$ cat src/fnsp_pkg.sv
`timescale 1ns / 1ps
package fnsp_pkg;

	localparam int POS_BITS    = 32;
	localparam int RECORD_BITS = 24;

	localparam int CHAR_W  = 8;
	localparam int KIND_W  = 2;
	localparam int REC_W   = 24;
	localparam int FPOS_W  = 32;
	localparam int CIDX_W  = 1;

	localparam logic [POS_BITS-1:0]    POS_MAX = {POS_BITS{1'b1}};
	localparam logic [RECORD_BITS-1:0] REC_MAX = {RECORD_BITS{1'b1}};

	localparam logic [KIND_W-1:0] KIND_CHAR  = 2'd0;
	localparam logic [KIND_W-1:0] KIND_CLOSE = 2'd1;
	localparam logic [KIND_W-1:0] KIND_LEAD  = 2'd2;

	localparam logic [CHAR_W-1:0] SEP_CHAR = 8'd36;
	localparam logic [CHAR_W-1:0] NEWLINE  = 8'd10;

	localparam logic [CHAR_W-1:0] SPLIT_RST  = 8'd78;
	localparam logic [CHAR_W-1:0] HEADER_RST = 8'd62;

	localparam logic [1:0] MODE_START  = 2'd0;
	localparam logic [1:0] MODE_HEADER = 2'd1;
	localparam logic [1:0] MODE_SEQ    = 2'd2;

	localparam logic [CIDX_W-1:0] CFG_SPLIT  = 1'd0;
	localparam logic [CIDX_W-1:0] CFG_HEADER = 1'd1;

	localparam logic ACT_DATA = 1'b0;
	localparam logic ACT_END  = 1'b1;

	localparam int FIFO_DEPTH = 4;
	localparam int FIFO_AW    = $clog2(FIFO_DEPTH);

	typedef struct packed {
		logic [KIND_W-1:0] kind;
		logic [CHAR_W-1:0] out_char;
		logic [REC_W-1:0]  record_index;
		logic [FPOS_W-1:0] frag_start;
		logic [FPOS_W-1:0] frag_end;
		logic              last;
	} result_t;

	typedef struct packed {
		logic [1:0] n;
		result_t    r0;
		result_t    r1;
	} push_t;

endpackage

$ cat src/fnsp_if.sv
`timescale 1ns / 1ps
interface fnsp_in_if;
	logic                          valid;
	logic                          ready;
	logic                          action;
	logic [fnsp_pkg::CHAR_W-1:0]   data_byte;

	modport source (output valid, action, data_byte, input ready);
	modport sink   (input valid, action, data_byte, output ready);
endinterface

interface fnsp_out_if;
	logic                          valid;
	logic                          ready;
	logic [fnsp_pkg::KIND_W-1:0]   kind;
	logic [fnsp_pkg::CHAR_W-1:0]   out_char;
	logic [fnsp_pkg::REC_W-1:0]    record_index;
	logic [fnsp_pkg::FPOS_W-1:0]   frag_start;
	logic [fnsp_pkg::FPOS_W-1:0]   frag_end;
	logic                          last;

	modport source (output valid, kind, out_char, record_index, frag_start, frag_end, last,
		input ready);
	modport sink   (input valid, kind, out_char, record_index, frag_start, frag_end, last,
		output ready);
endinterface

$ cat src/fnsp_core.sv
`timescale 1ns / 1ps
module fnsp_core (
	input  logic                        clk,
	input  logic                        arst_n,
	fnsp_in_if.sink                     in_ch,
	input  logic                        room,
	input  logic [fnsp_pkg::CHAR_W-1:0] split_char,
	input  logic [fnsp_pkg::CHAR_W-1:0] header_mark,
	output fnsp_pkg::push_t             push
);

	logic                            valid_s1;
	logic                            action_s1;
	logic [fnsp_pkg::CHAR_W-1:0]     byte_s1;

	logic [1:0]                          mode_q, mode_d;
	logic [fnsp_pkg::POS_BITS-1:0]       pos_q, pos_d;
	logic                                open_q, open_d;
	logic [fnsp_pkg::POS_BITS-1:0]       begin_q, begin_d;
	logic [fnsp_pkg::RECORD_BITS-1:0]    rec_q, rec_d;
	logic                                started_q, started_d;

	logic            fire;
	logic            ev_close;
	logic            ev_char;
	fnsp_pkg::result_t lead_r, ev_r;

	assign fire        = valid_s1 && room;
	assign in_ch.ready = !valid_s1 || room;

	always_ff @(posedge clk or negedge arst_n) begin
		if (!arst_n) begin
			valid_s1 <= 1'b0;
		end else if (in_ch.ready) begin
			valid_s1 <= in_ch.valid;
		end
	end

	always_ff @(posedge clk) begin
		if (in_ch.ready && in_ch.valid) begin
			action_s1 <= in_ch.action;
			byte_s1   <= in_ch.data_byte;
		end
	end

	always_comb begin
		mode_d    = mode_q;
		pos_d     = pos_q;
		open_d    = open_q;
		begin_d   = begin_q;
		rec_d     = rec_q;
		started_d = 1'b1;
		ev_close  = 1'b0;
		ev_char   = 1'b0;
		if (action_s1 == fnsp_pkg::ACT_END) begin
			ev_close  = open_q;
			mode_d    = fnsp_pkg::MODE_START;
			pos_d     = '0;
			open_d    = 1'b0;
			begin_d   = '0;
			rec_d     = '0;
			started_d = 1'b0;
		end else if (byte_s1 == fnsp_pkg::NEWLINE) begin
			mode_d = fnsp_pkg::MODE_START;
		end else if (mode_q == fnsp_pkg::MODE_HEADER) begin
			mode_d = mode_q;
		end else if (mode_q == fnsp_pkg::MODE_START && byte_s1 == header_mark) begin
			ev_close = open_q;
			open_d   = 1'b0;
			if (rec_q != fnsp_pkg::REC_MAX) begin
				rec_d = rec_q + 1'b1;
			end
			pos_d  = '0;
			mode_d = fnsp_pkg::MODE_HEADER;
		end else begin
			mode_d = fnsp_pkg::MODE_SEQ;
			if (byte_s1 == split_char) begin
				ev_close = open_q;
				open_d   = 1'b0;
			end else begin
				if (!open_q) begin
					open_d  = 1'b1;
					begin_d = pos_q;
				end
				ev_char = 1'b1;
			end
			if (pos_q != fnsp_pkg::POS_MAX) begin
				pos_d = pos_q + 1'b1;
			end
		end
	end

	always_comb begin
		lead_r.kind         = fnsp_pkg::KIND_LEAD;
		lead_r.out_char     = fnsp_pkg::SEP_CHAR;
		lead_r.record_index = fnsp_pkg::REC_W'(rec_q);
		lead_r.frag_start   = '0;
		lead_r.frag_end     = '0;
		lead_r.last         = !(ev_close || ev_char);

		ev_r.record_index = fnsp_pkg::REC_W'(rec_q);
		ev_r.last         = 1'b1;
		if (ev_close) begin
			ev_r.kind       = fnsp_pkg::KIND_CLOSE;
			ev_r.out_char   = fnsp_pkg::SEP_CHAR;
			ev_r.frag_start = fnsp_pkg::FPOS_W'(begin_q);
			ev_r.frag_end   = fnsp_pkg::FPOS_W'(pos_q);
		end else begin
			ev_r.kind       = fnsp_pkg::KIND_CHAR;
			ev_r.out_char   = byte_s1;
			ev_r.frag_start = '0;
			ev_r.frag_end   = '0;
		end

		// leading separator goes first, the byte's own result after it
		push.r1 = ev_r;
		if (!started_q) begin
			push.r0 = lead_r;
			push.n  = (ev_close || ev_char) ? 2'd2 : 2'd1;
		end else begin
			push.r0 = ev_r;
			push.n  = (ev_close || ev_char) ? 2'd1 : 2'd0;
		end
		if (!fire) begin
			push.n = 2'd0;
		end
	end

	always_ff @(posedge clk or negedge arst_n) begin
		if (!arst_n) begin
			mode_q    <= fnsp_pkg::MODE_START;
			pos_q     <= '0;
			open_q    <= 1'b0;
			begin_q   <= '0;
			rec_q     <= '0;
			started_q <= 1'b0;
		end else if (fire) begin
			mode_q    <= mode_d;
			pos_q     <= pos_d;
			open_q    <= open_d;
			begin_q   <= begin_d;
			rec_q     <= rec_d;
			started_q <= started_d;
		end
	end

endmodule

$ cat src/fnsp_res_fifo.sv
`timescale 1ns / 1ps
module fnsp_res_fifo (
	input  logic            clk,
	input  logic            arst_n,
	input  fnsp_pkg::push_t push,
	output logic            room,
	fnsp_out_if.source      out_ch
);

	fnsp_pkg::result_t mem_q [fnsp_pkg::FIFO_DEPTH];

	logic [fnsp_pkg::FIFO_AW-1:0] wr_ptr_q;
	logic [fnsp_pkg::FIFO_AW-1:0] rd_ptr_q;
	logic [fnsp_pkg::FIFO_AW:0]   count_q;
	logic                         pop;
	logic [fnsp_pkg::FIFO_AW-1:0] wr_ptr_1;

	// two free slots so a two-result request always fits
	assign room     = count_q <= (fnsp_pkg::FIFO_AW + 1)'(fnsp_pkg::FIFO_DEPTH - 2);
	assign pop      = out_ch.valid && out_ch.ready;
	assign wr_ptr_1 = wr_ptr_q + 1'b1;

	always_ff @(posedge clk) begin
		if (push.n != 2'd0) begin
			mem_q[wr_ptr_q] <= push.r0;
		end
		if (push.n == 2'd2) begin
			mem_q[wr_ptr_1] <= push.r1;
		end
	end

	always_ff @(posedge clk or negedge arst_n) begin
		if (!arst_n) begin
			wr_ptr_q <= '0;
			rd_ptr_q <= '0;
			count_q  <= '0;
		end else begin
			wr_ptr_q <= wr_ptr_q + fnsp_pkg::FIFO_AW'(push.n);
			if (pop) begin
				rd_ptr_q <= rd_ptr_q + 1'b1;
			end
			count_q <= count_q + (fnsp_pkg::FIFO_AW + 1)'(push.n)
				- (fnsp_pkg::FIFO_AW + 1)'(pop);
		end
	end

	assign out_ch.valid        = count_q != '0;
	assign out_ch.kind         = mem_q[rd_ptr_q].kind;
	assign out_ch.out_char     = mem_q[rd_ptr_q].out_char;
	assign out_ch.record_index = mem_q[rd_ptr_q].record_index;
	assign out_ch.frag_start   = mem_q[rd_ptr_q].frag_start;
	assign out_ch.frag_end     = mem_q[rd_ptr_q].frag_end;
	assign out_ch.last         = mem_q[rd_ptr_q].last;

endmodule

$ cat src/fasta_n_split_parser_top.sv
`timescale 1ns / 1ps
// channel   | dir | payload                                              | handshake
// in_ch     | in  | action, data_byte                                    | valid/ready
// out_ch    | out | kind, out_char, record_index, frag_start, frag_end,  | valid/ready
//           |     | last                                                 |
// cfg       | in  | cfg_index, cfg_data                                  | cfg_we only
//
// one byte per cycle while the result queue has room: an input register, then one pass of compare and counter logic
// that writes up to two results into a four-entry result queue
// a request with two results (the first byte of a stream) writes a leading separator ahead of its own result
// a request passes the input register, then the result queue, before its first result reaches out_ch
// input stalls only while the result queue has fewer than two free entries
// arst_n clears all parser state; registers return to 'N' and '>'
module fasta_n_split_parser_top (
	input  logic                        clk,
	input  logic                        arst_n,
	fnsp_in_if.sink                     in_ch,
	fnsp_out_if.source                  out_ch,
	input  logic                        cfg_we,
	input  logic [fnsp_pkg::CIDX_W-1:0] cfg_index,
	input  logic [fnsp_pkg::CHAR_W-1:0] cfg_data
);

	logic [fnsp_pkg::CHAR_W-1:0] split_char_q;
	logic [fnsp_pkg::CHAR_W-1:0] header_mark_q;
	logic                        room;
	fnsp_pkg::push_t             push;

	always_ff @(posedge clk or negedge arst_n) begin
		if (!arst_n) begin
			split_char_q  <= fnsp_pkg::SPLIT_RST;
			header_mark_q <= fnsp_pkg::HEADER_RST;
		end else if (cfg_we) begin
			unique case (cfg_index)
				fnsp_pkg::CFG_SPLIT:  split_char_q  <= cfg_data;
				fnsp_pkg::CFG_HEADER: header_mark_q <= cfg_data;
				default: ;
			endcase
		end
	end

	fnsp_core u_core (
		.clk         (clk),
		.arst_n      (arst_n),
		.in_ch       (in_ch),
		.room        (room),
		.split_char  (split_char_q),
		.header_mark (header_mark_q),
		.push        (push)
	);

	fnsp_res_fifo u_fifo (
		.clk    (clk),
		.arst_n (arst_n),
		.push   (push),
		.room   (room),
		.out_ch (out_ch)
	);

endmodule

$ cat src/flat_wrapper.sv
// flat-port wrapper written by rule: the top's interface ports become plain ports
module fasta_n_split_parser_top_flat 
  (clk, arst_n, cfg_we, cfg_index, cfg_data, in_ch_valid, in_ch_action, in_ch_data_byte, in_ch_ready, out_ch_valid, out_ch_kind, out_ch_out_char, out_ch_record_index, out_ch_frag_start, out_ch_frag_end, out_ch_last, out_ch_ready);
  fnsp_in_if in_ch_i ();
  fnsp_out_if out_ch_i ();
  input  logic clk;
  input  logic arst_n;
  input  logic cfg_we;
  input  logic [fnsp_pkg::CIDX_W-1:0] cfg_index;
  input  logic [fnsp_pkg::CHAR_W-1:0] cfg_data;
  input wire logic [$bits(in_ch_i.valid)-1:0] in_ch_valid;
  input wire logic [$bits(in_ch_i.action)-1:0] in_ch_action;
  input wire logic [$bits(in_ch_i.data_byte)-1:0] in_ch_data_byte;
  output wire logic [$bits(in_ch_i.ready)-1:0] in_ch_ready;
  output wire logic [$bits(out_ch_i.valid)-1:0] out_ch_valid;
  output wire logic [$bits(out_ch_i.kind)-1:0] out_ch_kind;
  output wire logic [$bits(out_ch_i.out_char)-1:0] out_ch_out_char;
  output wire logic [$bits(out_ch_i.record_index)-1:0] out_ch_record_index;
  output wire logic [$bits(out_ch_i.frag_start)-1:0] out_ch_frag_start;
  output wire logic [$bits(out_ch_i.frag_end)-1:0] out_ch_frag_end;
  output wire logic [$bits(out_ch_i.last)-1:0] out_ch_last;
  input wire logic [$bits(out_ch_i.ready)-1:0] out_ch_ready;
  assign in_ch_i.valid = in_ch_valid;
  assign in_ch_i.action = in_ch_action;
  assign in_ch_i.data_byte = in_ch_data_byte;
  assign in_ch_ready = in_ch_i.ready;
  assign out_ch_valid = out_ch_i.valid;
  assign out_ch_kind = out_ch_i.kind;
  assign out_ch_out_char = out_ch_i.out_char;
  assign out_ch_record_index = out_ch_i.record_index;
  assign out_ch_frag_start = out_ch_i.frag_start;
  assign out_ch_frag_end = out_ch_i.frag_end;
  assign out_ch_last = out_ch_i.last;
  assign out_ch_i.ready = out_ch_ready;
  fasta_n_split_parser_top u_core (.clk(clk), .arst_n(arst_n), .in_ch(in_ch_i), .out_ch(out_ch_i), .cfg_we(cfg_we), .cfg_index(cfg_index), .cfg_data(cfg_data));
endmodule
$ cat config.mk
export PLATFORM = sky130hd
export DESIGN_NAME = fasta_n_split_parser_top_flat
export DESIGN_NICKNAME = d
export VERILOG_FILES = /design/src/fnsp_pkg.sv /design/src/fnsp_if.sv /design/src/fnsp_core.sv /design/src/fnsp_res_fifo.sv /design/src/fasta_n_split_parser_top.sv /design/src/flat_wrapper.sv
export SDC_FILE = /design/constraint.sdc
export NUM_CORES = 1
export LEC_CHECK = 0
export BUFFER_PORTS_ARGS = -buffer_cell sky130_fd_sc_hd__buf_2
export CORE_MARGIN = 2
export CORE_UTILIZATION = 35
export DETAILED_ROUTE_END_ITERATION = 6
export PLACE_DENSITY = 0.52
export REMOVE_ABC_BUFFERS = 1
export SKIP_CTS_REPAIR_TIMING = 1
export SYNTH_ARGS = -nofsm -noshare
export SYNTH_HDL_FRONTEND = slang
export SYNTH_HIERARCHICAL = 1
export SYNTH_SLANG_ARGS = --single-unit
$ cat constraint.sdc
create_clock -name clk -period 11 [get_ports clk]
set_clock_uncertainty 0.15 [all_clocks]
set_input_delay 1.1 -clock clk [delete_from_list [all_inputs] [get_ports clk]]
set_output_delay 1.1 -clock clk [all_outputs]
set_load 0.02 [all_outputs]
Yosys cells after proc, flatten, opt, wreduce, memory -nomap -nowiden:

Memory sizes are Yosys's and may differ from the RTL's.
Index checks and enable logic that the tools add are counted.

* memories: 1
* bits in registers: 125
* bits in latches: 0
* ROM bits: 0
* logic and storage cells: 102
* bits in writable memories: 396
* input bits: 23

Memory list
* u_core.u_fifo.mem_q: words 4, bits a word 99, rd ports 1, clocked after memory_dff 0, wr ports 2, line fnsp_res_fifo.sv:10 `fnsp_pkg::result_t mem_q [fnsp_pkg::FIFO_DEPTH];`

* eq/ne operators: 13
* reductions and logical operators: 21
* shifts and indexed selects: 0
* add/subtract/negate cells: 7
* bitwise operators: 1
* div/mod/pow operators: 0
* multiplexer cells: 44
* $mul: 0
* magnitude comparators: 1

Operators with widths (count)
* 2-to-1 mux 32 bit: 11
* 2-to-1 mux 24 bit: 5
* 2-to-1 mux 101 bit: 1
* 2-to-1 mux 64 bit: 1
* adder 32 x 1 -> 32 bit (second input constant): 1
* != test 32 bit (second input constant): 1
* adder 24 x 1 -> 24 bit (second input constant): 1
* != test 24 bit (second input constant): 1
* 2-to-1 mux 1 bit: 19
* == test 8 bit: 2
* 2-to-1 mux 2 bit: 6
* != test 2 bit (second input constant): 5
* 2-to-1 mux 9 bit: 1
* == test 8 x 4 -> 1 bit (second input constant): 1
* AND reduction 2 bit: 3
* AND reduction 6 bit: 1
* nonzero test 2 bit: 3
* nonzero test 3 bit: 2
* AND reduction 5 bit: 1
* adder 2 x 1 -> 2 bit (second input constant): 2
* logical AND 1 bit: 4
* AND reduction 4 bit: 1
* adder 3 x 2 -> 3 bit: 1
* <= comparator 3 x 2 -> 1 bit (second input constant): 1
* 10 further kinds: 12

Depth between registers and ports, before layout:

Gate-level depths: netlist of the first run.

* depth after elaboration: 13
* depth in mapped cells: 17
* depth with buffers taken out: 15

Cells and area by module:

The synthesis of the first run kept the hierarchy.

By module, submodules not included
* fnsp_res_fifo: area an instance 19513.7 um2, instances 1, cells an instance 998
* fnsp_core: area an instance 6543.8 um2, instances 1, cells an instance 747
* fasta_n_split_parser_top: area an instance 653.1 um2, instances 1, cells an instance 35

Worst setup path before layout of the first run:

OpenSTA, ideal clock, no wires.

* kind: register to register
* start: reg u_core/u_core/byte_s1[4] (netlist bit)
* end: mem u_core/u_fifo/mem_q[0][0] (netlist bit) (enable)
* path slack: 763 ps
* data required time: 10157 ps
* period minus slack after synthesis: 10237 ps
* cell stages (with the launch flop): 10
* arrival time: 9394 ps
* buffers on the path: 1
* cells stage by stage: edfxtp_1 or4_1 o21ba_1 o221a_2 buf_2 nand2b_1 ha_1 and3_1 o21bai_1 o21ai_0

RTL lines
* start, declared: line fnsp_core.sv:14 `logic [fnsp_pkg::CHAR_W-1:0] byte_s1;`
* start signal, assigned: line fnsp_core.sv:42 `byte_s1 <= in_ch.data_byte;`
* end, declared: line fnsp_res_fifo.sv:10

==> results of run 1 <==
[routing by layer]
layer  up-vias  wire (um)
met5         -         13
met4         2       1270
met3        75       2740
met2       302      32700
met1      7823      30900
li1       6936          -
[cell usage after synthesis, drive strengths merged, types with 9 or more instances]
master  instances
dfrtp         107
mux2          413
mux4           99
and3           82
nor2b          10
nor2           66
xor2           29
nand2          68
dfstp           9
nor3           11
buf           112
nand4          30
edfxtp        405
mux2i          35
inv            12
and2           71
xnor2          32
o21ai          45
nand3          28
or3             9
clkbuf         35
[worst register-to-register path, stage by stage, from the launching register on]
cell and delay, ns:
edfxtp_1 0.47, xnor2_1 0.26, nand4_2 0.25, nor3_4 0.38, or2_4 0.21, o221a_4 0.59, nand2b_1 0.20, ha_1 0.14
inv_1 0.08, nor2_1 0.42, mux2i_1 0.29, nor2_4 0.81, buf_4 0.63, buf_4 0.72
[cell families (layout without fill, tap and decap cells)]
family          count (synthesis)  after routing  share of synthesized area [%]
buf+inv                       159            271                           3.56
other cells                     2              3                         0.0281
flops                         521            521                           56.4
simple gates                  408            408                           8.54
fa+ha+maj                       8              8                          0.403
xor+xnor                       61             61                           2.00
compound gates                 74             74                           1.70
mux                           547            547                           27.3
[where the power goes]
group | switching [uW] | internal (uW) | leakage [uW]
logic | 1660 | 974 | 0.00502
registers | 290 | 2720 | 0.00519
clock network | 792 | 1140 | 0.000949
total | 2750 | 4840 | 0.0112
[through the flow]
step	power [uW]	hold slack [ns]	setup slack, ns
2_1_floorplan	4790	0.326	-3.34
3_3_place_gp	5760	0.352	5.07
3_5_place_dp	5780	0.362	4.90
4_1_cts	7750	0.375	4.84
5_1_grt	7980	0.397	4.58
6_report	7580	0.376	4.97
[layout make-up]
type / count / share of cell area [%]
antenna: 1 / 0.00838
clock buffer: 98 / 6.22
clock inverter: 10 / 0.193
inverter: 12 / 0.151
multi-input combinational: 1100 / 36.0
sequential: 521 / 50.5
tap: 978 / 4.10
timing repair buffer: 151 / 2.77
[state kept, by name (all words and copies together) (netlist names), 2 cells and up]
| name | flops |
|---|---|
| u_core/u_core/pos_q | 32 |
| u_core/u_fifo/rd_ptr_q | 2 |
| u_core/u_fifo/mem_q | 396 |
| u_core/header_mark_q | 8 |
| u_core/u_core/byte_s1 | 8 |
| u_core/u_core/mode_q | 2 |
| u_core/split_char_q | 8 |
| u_core/u_fifo/wr_ptr_q | 2 |
| u_core/u_core/begin_q | 32 |
| u_core/u_core/rec_q | 24 |
| u_core/u_fifo/count_q | 3 |
[path summary, 6_finish.rpt]
kind                                                from                          to  slack [ns]  cells past startpoint
worst max-delay path            u_core/u_core/byte_s1[3]  u_core/u_fifo/mem_q[3][69]        4.97                     13
worst min-delay path             u_core/u_core/mode_q[1]     u_core/u_core/mode_q[1]        0.38                      1
worst max register to register  u_core/u_core/byte_s1[3]  u_core/u_fifo/mem_q[3][69]        4.97                     13
worst min register to register   u_core/u_core/mode_q[1]     u_core/u_core/mode_q[1]        0.38                      1
max in group asynchronous                         arst_n     u_core/u_core/started_q        8.77                      2
min in group asynchronous                         arst_n      u_core/u_core/rec_q[8]        0.42                      1
==> impl_metrics.env, run 1 <==
export IMPL_yosysSeqAreaShare_pct=56.4
export IMPL_die_x_um=280
export IMPL_grt_met2_usage_pct=29.1
export IMPL_grt_max_degree=98
export IMPL_synth_edf_count=405
export IMPL_worstPathArrival_ns=6.12
export IMPL_grt_use_met3_pct=2.49
export IMPL_grt_pass1_wl_um=103000
export IMPL_final_cell_mix="edfxtp_1 (405), mux2_2 (395), buf_2 (122), dfrtp_1 (104), mux4_2 (99)"
export IMPL_path_max_fanout=54
export IMPL_slew_viol_final=0
export IMPL_grtUsageTotal_pct=17.3
export IMPL_max_cap_violations=0
export IMPL_nFillCells=6993
export IMPL_fin_area_mm2=0.0298
export IMPL_worst_pin_slew_ns=1.15
export IMPL_setup_viol_count_final=0
export IMPL_syn_to_final_growth_pct=11.7
export IMPL_cts_root_buf="clkbuf_16"
export IMPL_synth_top_area_share_pct=45.5
export IMPL_cellLeakagePower_uw=0.0112
export IMPL_yosysWarnings=6
export IMPL_path_delay_family="simple AND/OR/NAND/NOR gates"
export IMPL_port_buffers=123
export IMPL_dieArea_mm2=0.0785
export IMPL_finalNetCount=1874
export IMPL_multi_input_comb_area_mm2=0.0107
export IMPL_syn_inst=1780
export IMPL_start_kind="register"
export IMPL_worstSetupPathType="reg -> reg"
export IMPL_cp_buffers_inverters=3
export IMPL_dpl_cell_area_mm2=0.0279
export IMPL_antenna_found_initial=3
export IMPL_final_common_cell="edfxtp_1"
export IMPL_regArea_mm2=0.0151
export IMPL_die_y_um=280
export IMPL_cts_made_buffers=57
export IMPL_endpoint_kind="register"
export IMPL_synth_area_leaders="edfxtp_1 (46%), mux2_2 (17%), dfrtp_1 (10%)"
export IMPL_syn_cell_area_mm2=0.0267
export IMPL_async_reset_ff_share_pct=22.3
export IMPL_viasPerCell=5.27
export IMPL_cp_slowest_cell="nor2_4"
export IMPL_grt_use_met1_pct=23.6
export IMPL_clk_latency_ns=0.62
export IMPL_path_common_cell="buf_4"
export IMPL_antenna_left=0
export IMPL_gp_congestion=0.754
export IMPL_synth_top_area_cell="edfxtp_1"
export IMPL_cts_num_sinks=521
export IMPL_finalSetupTns_ns=0
export IMPL_routed_wl_um=67600
export IMPL_start_util_pct=35.3
export IMPL_utilization_pct=39.4
export IMPL_grt_ovfl_total=0
export IMPL_core_mm2=0.0757
export IMPL_status="completed"
export IMPL_min_period_ns=6.03
export IMPL_irDropWorstVdd_mv=0.151
export IMPL_cts_max_level=2
export IMPL_clk_pin_slew_ns=0.06
export IMPL_wl_per_cell_um=23.5
export IMPL_top_usage_layer="met2"
export IMPL_final_cells=2871
export IMPL_dp_cells=2762
export IMPL_postSynthAreaPerCell_um2=15.0
export IMPL_rsz0062_at_grt="false"
export IMPL_cp_required_ns=11.09
export IMPL_grt_pass1_vias=16200
export IMPL_first_pass_iters=5
export IMPL_hold_path_class="reg -> reg"
export IMPL_ys_types=67
export IMPL_synth_ff_type="edfxtp_1"
export IMPL_drt_iter0_markers=964
export IMPL_std_cell_rows=101
export IMPL_synth_seq_cells=521
export IMPL_clock_fmax_ghz=0.166
export IMPL_cts_tree="built"
export IMPL_route_detailed_drc=0
export IMPL_finalHoldViolations=0
export IMPL_vias=15100
export IMPL_crit_chain="xnor2_1, nand4_2, nor3_4, or2_4, o221a_4, nand2b_1, ha_1, inv_1, nor2_1, mux2i_1, nor2_4, buf_4, buf_4"
export IMPL_ios=124
export IMPL_relSlewSlack_pct=23.1
export IMPL_clk_path_buf_depth=3
export IMPL_powerDensity_mw_per_mm2=254
export IMPL_period_share_pct=54.9
export IMPL_drive_gt1_share_pct=41.5
export IMPL_hpwl_um=38000
export IMPL_critPathMaxStageDelay_ns=0.81
Power figures use the tool's default switching activity.
==> run 2, diff against run 1 <==
- clock period: 11 -> 5.19 ns (I/O delays scaled with it)
==> run 2 against run 1 <==
Combinational power rose by 110%. Die area did not move. Flip-flop and latch count did not move. Final cell count rose by 0.52%. Fmax rose by 41%. Final area rose by 0.67%. Sequential power rose by 110%. Critical endpoint is now u_core/u_fifo/mem_q[0][39]. Highest routed layer is now met4.
==> impl_metrics.env, run 2 (synthesis gave the netlist of run 1 again) <==
export IMPL_viasPerCell=5.28
export IMPL_grtUsageTotal_pct=17.4
export IMPL_crit_chain="or4_1, o21ba_1, o21ai_0, or3_1, nand2b_1, ha_1, and3_1, o21bai_1, o21ai_4, buf_12"
export IMPL_gp_congestion=0.754
export IMPL_final_common_cell="edfxtp_1"
export IMPL_route_detailed_drc=0
export IMPL_start_util_pct=35.3
export IMPL_worstPathArrival_ns=4.42
export IMPL_finalNetCount=1890
export IMPL_combPwrFrac_pct=35.3
export IMPL_setup_viol_count_final=0
export IMPL_port_buffers=123
export IMPL_powerDensity_mw_per_mm2=535
export IMPL_path_delay_family="compound AO/OA/AOI/OAI gates"
export IMPL_clock_fmax_ghz=0.233
export IMPL_drt_iter0_markers=918
export IMPL_clkPwrFrac_pct=24.7
export IMPL_switching_share_pct=36.4
export IMPL_final_cells=2886
export IMPL_std_cell_rows=101
export IMPL_path_max_fanout=42
export IMPL_critPathMaxStageDelay_ns=0.64
export IMPL_largest_reg_flops=396
export IMPL_cts_made_buffers=58
export IMPL_timing_rr_end="u_core/u_fifo/mem_q[0][39]"
export IMPL_dieArea_mm2=0.0785
export IMPL_die_x_um=280
export IMPL_internal_power_uw=10200
export IMPL_crit_start="u_core/u_core/byte_s1[4]"
export IMPL_syn_to_final_growth_pct=12.5
export IMPL_r2r_setup_slack_ns=0.90
export IMPL_finalHoldViolations=0
export IMPL_die_y_um=280
export IMPL_endpoint_kind="register"
export IMPL_hpwl_um=37000
export IMPL_cts_max_level=2
export IMPL_utilization_pct=39.7
export IMPL_worstSetupPathDepth=10
export IMPL_min_period_ns=4.29
export IMPL_grt_ovfl_total=0
export IMPL_holdWs_ns=0.0257
export IMPL_clk_pin_slew_ns=0.06
export IMPL_core_mm2=0.0757
export IMPL_relSlewSlack_pct=29.7
export IMPL_reg_largest_list="u_core/u_fifo/mem_q: 396 flops, u_core/u_core/begin_q: 32 flops, u_core/u_core/pos_q: 32 flops"
export IMPL_report_power_total_uw=16100
export IMPL_status="completed"
export IMPL_cts_tree="built"
export IMPL_dp_cells=2766
export IMPL_rsz0062_at_grt="false"
export IMPL_clk_latency_ns=0.62
export IMPL_grt_pass1_wl_um=103000
export IMPL_rr_startpoint="u_core/u_core/byte_s1[4]"
export IMPL_multi_input_comb_area_mm2=0.0107
export IMPL_ff2ff_path_depth=10
export IMPL_start_kind="register"
export IMPL_routed_wl_um=67600
export IMPL_drive_gt1_share_pct=40.9
export IMPL_hold_path_class="in -> reg"
export IMPL_cts_root_buf="clkbuf_16"
export IMPL_period_share_pct=82.7
export IMPL_first_pass_iters=7
export IMPL_regArea_mm2=0.0151
export IMPL_vias=15200
export IMPL_seqPwrFrac_pct=40.0
export IMPL_clk_path_buf_depth=3
export IMPL_critPathCapture="u_core/u_fifo/mem_q[0][39]"
export IMPL_final_cell_mix="edfxtp_1 (405), mux2_2 (395), buf_2 (122), dfrtp_1 (104), mux4_2 (99)"
export IMPL_cellLeakagePower_uw=0.0112
export IMPL_max_cap_violations=0
export IMPL_regMostFlops="u_core/u_fifo/mem_q"
export IMPL_cts_num_sinks=521
export IMPL_worstSetupPathType="reg -> reg"
export IMPL_wl_per_cell_um=23.4
export IMPL_slew_viol_final=0
export IMPL_insertedDiodeCount=0
export IMPL_worst_pin_slew_ns=1.05
export IMPL_cp_required_ns=5.32
export IMPL_grt_max_degree=100
export IMPL_ios=124
export IMPL_nFillCells=6944
export IMPL_cp_slowest_cell="o21ai_4"
export IMPL_p_sw_uw=5850
export IMPL_grt_pass1_vias=16100
export IMPL_irDropWorstVdd_mv=0.367
export IMPL_cp_buffers_inverters=1
export IMPL_antenna_left=0
export IMPL_antenna_found_initial=1
## run 2: changes by cell type in the layout (fill, tap and decap cells not counted), sizes merged
| cell | change |
|---|---|
| clkinv | +4 |
| clkbuf | -5 |
| buf | +4 |
| dlygate4sd3 | +11 |
| bufinv | +2 |
| diode | -1 |
## run 2: worst min-delay path by stage
stage,startpoint,to,slack [ns],depth (start not counted)
floorplan,arst_n,u_core/header_mark_q[0],0.07,0
global route,cfg_data[2],u_core/split_char_q[2],0.009,2
global placement,u_core/u_core/begin_q[16],u_core/u_core/begin_q[16],0.35,2
detailed placement,u_core/u_core/begin_q[5],u_core/u_core/begin_q[5],0.35,2
finish,cfg_data[2],u_core/split_char_q[2],0.03,2
CTS,arst_n,u_core/u_core/rec_q[7],-0.26,1
## run 2: layer usage
layer	GRT usage, %	wire, um	part of all wire, %	vias to the layer above
met5	0	0	0	-
met4	3.69	1150	1.7	0
met3	2.59	2280	3.4	76
met2	29.3	33100	49	263
met1	23.7	31100	46	7910
li1	-	-	-	6978
## run 2: power groups by stage
stage               Combinational, uW  Sequential (uW)  Clock (uW)
floorplan                        3580             6570           0
global placement                 5820             6490           0
detailed placement               5830             6530           0
CTS                              5840             6460        4090
global route                     6090             6550        4260
finish                           5670             6420        3970
## run 2: final cells by class
cell class,count,area share (%)
clock buffer,93,5.60
clock inverter,16,0.433
inverter,12,0.150
multi-input combinational,1100,35.8
sequential,521,50.2
tap,978,4.07
timing repair buffer,166,3.76
## run 2: through the flow
| stage | instance area (um2) | worst slack [ns] | setup TNS, ns |
|---|---|---|---|
| after detailed placement | 28100 | 0.906 | 0 |
| final | 30000 | 0.898 | 0 |
| after global routing | 30000 | 0.700 | 0 |
| after floorplan | 25800 | -9.15 | -2690.51 |
| after CTS | 29900 | 0.904 | 0 |
| after global placement | 28100 | 1.02 | 0 |
